`config.mk`:
```
export PLATFORM = sky130hd
export DESIGN_NAME = gdfw_ram
export DESIGN_NICKNAME = d
export VERILOG_FILES = /design/src/sv/graph_depth_first_walk_assert.svh /design/src/sv/gdfw_ram.sv
export SDC_FILE = /design/constraint.sdc
export NUM_CORES = 1
export LEC_CHECK = 0
export BUFFER_PORTS_ARGS = -buffer_cell sky130_fd_sc_hd__buf_2
export CORE_MARGIN = 3
export CORE_UTILIZATION = 56
export CTS_CLUSTER_DIAMETER = 150
export DETAILED_ROUTE_END_ITERATION = 7
export MAX_ROUTING_LAYER = met4
export PLACE_DENSITY_LB_ADDON = 0.2
export SETUP_SLACK_MARGIN = 0.4
export SLEW_MARGIN = 20
export SYNTH_ARGS = -nofsm -noshare
export SYNTH_HDL_FRONTEND = slang
export SYNTH_SLANG_ARGS = --single-unit
```
`constraint.sdc`:
```
create_clock -name clk -period 4.8 [get_ports clk]
set_input_delay 0.72 -clock clk [delete_from_list [all_inputs] [get_ports clk]]
set_output_delay 0.72 -clock clk [all_outputs]
set_load 0.01 [all_outputs]
```
`src/sv/graph_depth_first_walk_assert.svh`:
```
// ----------------------------------------------------------------------------
// graph_depth_first_walk assertion macros
// shared property forms for the depth-first walk block
// ----------------------------------------------------------------------------
`ifndef GRAPH_DEPTH_FIRST_WALK_ASSERT_SVH
`define GRAPH_DEPTH_FIRST_WALK_ASSERT_SVH

// same-cycle implication
`define GDFW_ASSERT_NOW(label, ante, cons) \
  label: assert property (@(posedge clk) disable iff (!rst_n) (ante) |-> (cons)) \
    else $error("gdfw same-cycle check failed");

// next-cycle implication
`define GDFW_ASSERT_NEXT(label, ante, cons) \
  label: assert property (@(posedge clk) disable iff (!rst_n) (ante) |=> (cons)) \
    else $error("gdfw next-cycle check failed");

`endif

```
`src/sv/gdfw_ram.sv`:
```
// ----------------------------------------------------------------------------
// gdfw_ram
// simple dual-port synchronous ram, one write and one registered read port
// ----------------------------------------------------------------------------
`timescale 1ns / 1ps

module gdfw_ram #(
  parameter int DEPTH = 64,
  parameter int WIDTH = 8
) (
  input  logic                     clk,
  input  logic                     we,
  input  logic [$clog2(DEPTH)-1:0] waddr,
  input  logic [WIDTH-1:0]         wdata,
  input  logic [$clog2(DEPTH)-1:0] raddr,
  output logic [WIDTH-1:0]         rdata
);

  logic [WIDTH-1:0] mem [DEPTH];

  always_ff @(posedge clk) begin
    if (we) begin
      mem[waddr] <= wdata;
    end
  end

  always_ff @(posedge clk) begin
    rdata <= mem[raddr];
  end

endmodule

```
# Word level (Yosys, flattened, before mapping)
# Memory sizes are Yosys's and may differ from the RTL's. A register that Yosys moved wholly into a read port is not among the register bits.
# Cells that the tools add are included.
dict set report totals {
  register_bits 0
  input_bits 22
  elab_cells 3
  ramBits 512
  memories 1
  out_inout_bits 8
}
dict set report classes {
  mux 2
}
# memory depth word_bits read_ports rd_clocked_by_memory_dff wr line_no
set memory_table {}
lappend memory_table {mem 64 8 1 1 1 gdfw_ram.sv:19} ;# logic [WIDTH-1:0] mem [DEPTH];
# operator count
set op_table {}
lappend op_table {{$mux W1} 2}

# Longest topological paths before layout
dict set report logic_depth {
  word_depth 2
  ltp_mapped 9
  mapped_depth_nobuf 5
}

# Worst setup path after synthesis
# Ideal clock, no wire load.
dict set report synth_path {
  kind {input -> register}
  start {in raddr[1]}
  end {reg rdata[3], read port of mem}
  required_ps 4672
  cell_stages 7
  arrival_time_ps 2260
  setup_time_ps 128
  slack_ps 2412
  n_path_buf 3
  cell_sequence {buf_4 -> buf_2 -> buf_2 -> mux4_2 -> mux4_2 -> o21ai_1 -> o41ai_1}
}
# item line_no
set synth_lines {}
lappend synth_lines {{start, declared} gdfw_ram.sv:15} ;# input logic [$clog2(DEPTH)-1:0] raddr,
lappend synth_lines {{end, declared} gdfw_ram.sv:16} ;# output logic [WIDTH-1:0] rdata

==> results.sh <==
export IMPL_synth_area_leaders="edfxtp_1 (76%), mux4_2 (14%), nor2_1 (1.5%)"
export IMPL_path_delay_family="buffers and inverters"
export IMPL_yosysTopAreaCellShare_pct=76.2
export IMPL_crit_path_top_delay_cell="buf_4"
export IMPL_pwr_share_clk_pct=41.3
export IMPL_arrival_ns=3.29
export IMPL_cts_setup_buffers=0
export IMPL_gp_congestion=0.818
export IMPL_ctsRootBufferMaster="clkbuf_16"
export IMPL_fp_row_count=68
export IMPL_seq_area_frac_synth_pct=77.0
export IMPL_place_area_mm2=0.0207
export IMPL_synth_most_common_cell="edfxtp_1"
export IMPL_cts_resized=0
export IMPL_ys_top_cells_by_count="edfxtp_1 (512), mux4_2 (126), nor2_1 (83)"
export IMPL_setup_viol=0
export IMPL_insertion_delay_ns=0.59
export IMPL_slew_violations=0
export IMPL_avgSynthCellArea_um2=21.5
export IMPL_postCtsHoldBufs=0
export IMPL_clock_skew_ns=0.0176
export IMPL_ant_nets=0
export IMPL_dieHeight_um=196
export IMPL_p_comb_share_pct=4.8
export IMPL_dp_hpwl_um=25400
export IMPL_crit_path_end_kind="flop"
export IMPL_die_area_mm2=0.0383
export IMPL_antenna_found_initial=1
export IMPL_p_leak_nw=6.92
export IMPL_grt_pass1_wl_um=63800
export IMPL_ioPinCount=30
export IMPL_clockBufferDepth=3
export IMPL_cts_buffers=51
export IMPL_hold_viol=0
export IMPL_syn_cell_area_mm2=0.0202
export IMPL_fin_nets=1001
export IMPL_routedWlPerCell_um=29.1
export IMPL_crit_type="in2reg"
export IMPL_required_ns=5.24
export IMPL_grt_usage_pct=23.6
export IMPL_cp_slowest_stage_delay_ns=0.71
export IMPL_r2r_cells=4
export IMPL_fin_setup_tns_ns=0
export IMPL_drcViolationCount=0
export IMPL_vdd_drop_max_mv=0.333
export IMPL_synth_edff_count=512
export IMPL_seqPwrFrac_pct=53.9
export IMPL_overflow=0
export IMPL_cts_max_level=2
export IMPL_synthFlopType="edfxtp_1"
export IMPL_portBuffers=29
export IMPL_viasPerCell=6.45
export IMPL_path_buf_inv=2
export IMPL_min_delay_start="waddr[2]"
export IMPL_ys_types=40
export IMPL_power_density_mw_per_mm2=419
export IMPL_dieWidth_um=196
export IMPL_clk_pin_slew_ns=0.06
export IMPL_async_flop_share_pct=0
export IMPL_worstHoldPathCells=2
export IMPL_p_sw_mw=1.89
export IMPL_p_sw_share_pct=20.2
export IMPL_layout_drive_gt1_share_pct=24.3
export IMPL_cp_max_fo=59
export IMPL_r2r_start="mem[55][7]"
export IMPL_worstSetupStartpointType="input pin"
export IMPL_max_cap_violations=0
export IMPL_whs_endpoint="mem[48][4]"
export IMPL_rsz0062_at_grt="false"
export IMPL_dpl_worst_slack_ns=1.31
export IMPL_synth_top_area_cell="edfxtp_1"
export IMPL_drt_pass1_iter_count=5
export IMPL_drtIter0Drc=1114
export IMPL_first_global_vias=9467
export IMPL_initial_utilization_pct=57.5
export IMPL_syn_inst=940
export IMPL_vias=9497
export IMPL_slew_headroom_pct=31.2
export IMPL_grt_max_degree=65
export IMPL_cts_tree="yes"
export IMPL_finalCritPeriodShare_pct=59.4
export IMPL_status="complete, no violations"
export IMPL_tightestPinTransition_ns=1.03
export IMPL_design_area_mm2=0.0223
export IMPL_post_route_min_period_ns=2.85
export IMPL_syn_nets=962
export IMPL_syn2layout_area_growth_pct=10.6
export IMPL_reg2reg_slack_ns=2.82
export IMPL_path_cells="buf_4 -> buf_4 -> mux4_2 -> mux4_2 -> nor2_1 -> nor3_1 -> o2bb2ai_1"
export IMPL_timing_final_ws_setup_ns=1.95
export IMPL_core_area_mm2=0.0351
export IMPL_yosys_warnings=0
export IMPL_max_clock_freq_mhz=350
export IMPL_numClockSinks=520
export IMPL_min_path_type="in2reg"
export IMPL_timing_rr_end="rdata[7]"
export IMPL_synth_seq_cells=520
export IMPL_wl_um=42900
export IMPL_cp_depth=7
export IMPL_power_internal_mw=7.46
[registers in the layout, summed over array words and instances, names as in the netlist]
name and cells:
mem 512, rdata 8
[cells by family (layout without fill, tap and decap cells)]
| logic type | Yosys count | in the layout | share of synthesized area (%) |
|---|---|---|---|
| flops | 520 | 520 | 77.0 |
| compound gates | 54 | 54 | 2.07 |
| other cells | 0 | 1 | 0 |
| mux | 162 | 162 | 15.9 |
| simple gates | 153 | 153 | 3.39 |
| buf+inv | 51 | 128 | 1.57 |
[power by group through the flow]
stage	Combinational, mW	Clock, mW	Sequential (mW)
2_1_floorplan	0.268	0	5.13
3_3_place_gp	0.442	0	5.14
3_5_place_dp	0.450	0	5.14
4_1_cts	0.451	3.93	5.04
5_1_grt	0.481	4.13	5.04
6_report	0.449	3.86	5.04
[area by class of cell]
class / instances / area [um2]
clock inverters: 22 / 196
multi-input cells: 369 / 4330
repair buffers: 37 / 264
diodes: 1 / 2.50
well taps: 455 / 569
flip-flops and latches: 520 / 15500
fillers: 2371 / 12700
clock buffers: 69 / 1420
[cells in the final DEF, fill, tap and decap left out, drive strengths merged, types with 2 or more instances in the layout]
| cell type | instances |
|---|---|
| o2bb2ai | 3 |
| clkbuf | 70 |
| o221ai | 8 |
| a221oi | 6 |
| edfxtp | 512 |
| a211oi | 4 |
| nor2b | 14 |
| nor3 | 7 |
| mux2 | 13 |
| a22oi | 3 |
| o221a | 2 |
| o32ai | 2 |
| nand3b | 3 |
| o41ai | 2 |
| nand2 | 19 |
| nor4 | 2 |
| o21ai | 4 |
| bufinv | 4 |
| o21a | 2 |
| mux2i | 23 |
| buf | 36 |
| a2111oi | 2 |
| nand2b | 7 |
| nand3 | 13 |
| nand4 | 2 |
| dfxtp | 8 |
| o2111ai | 3 |
| clkinv | 18 |
| o22ai | 8 |
| a21oi | 3 |
| nor2 | 83 |
| mux4 | 126 |
[metrics by stage]
stage	power (mW)	util (%)	std cells	hold WS, ns
after floorplan	5.40	-	940	0.718
after global placement	5.58	59.0	1381	0.815
after detailed placement	5.59	59.0	1381	0.827
after CTS	9.42	63.6	1472	0.623
after global routing	9.65	63.6	1473	0.648
final	9.35	63.6	1473	0.690
[routing by layer]
layer	part of all wire (%)	up-vias	track usage [%]
met5	0	-	-
li1	-	4006	-
met3	8.2	80	5.24
met2	47	412	34.7
met1	41	4999	33.8
met4	3.4	0	7.71
[how the worst max path moves through the flow]
stage	end	slack [ns]	startpoint
global placement	rdata[7]	1.32	raddr[0]
detailed placement	rdata[0]	1.31	raddr[1]
global route	rdata[7]	1.79	raddr[0]
finish	rdata[0]	1.95	raddr[1]
floorplan	rdata[3]	2.41	raddr[1]
CTS	rdata[0]	1.92	raddr[1]
(Power assumes the default switching activity.)
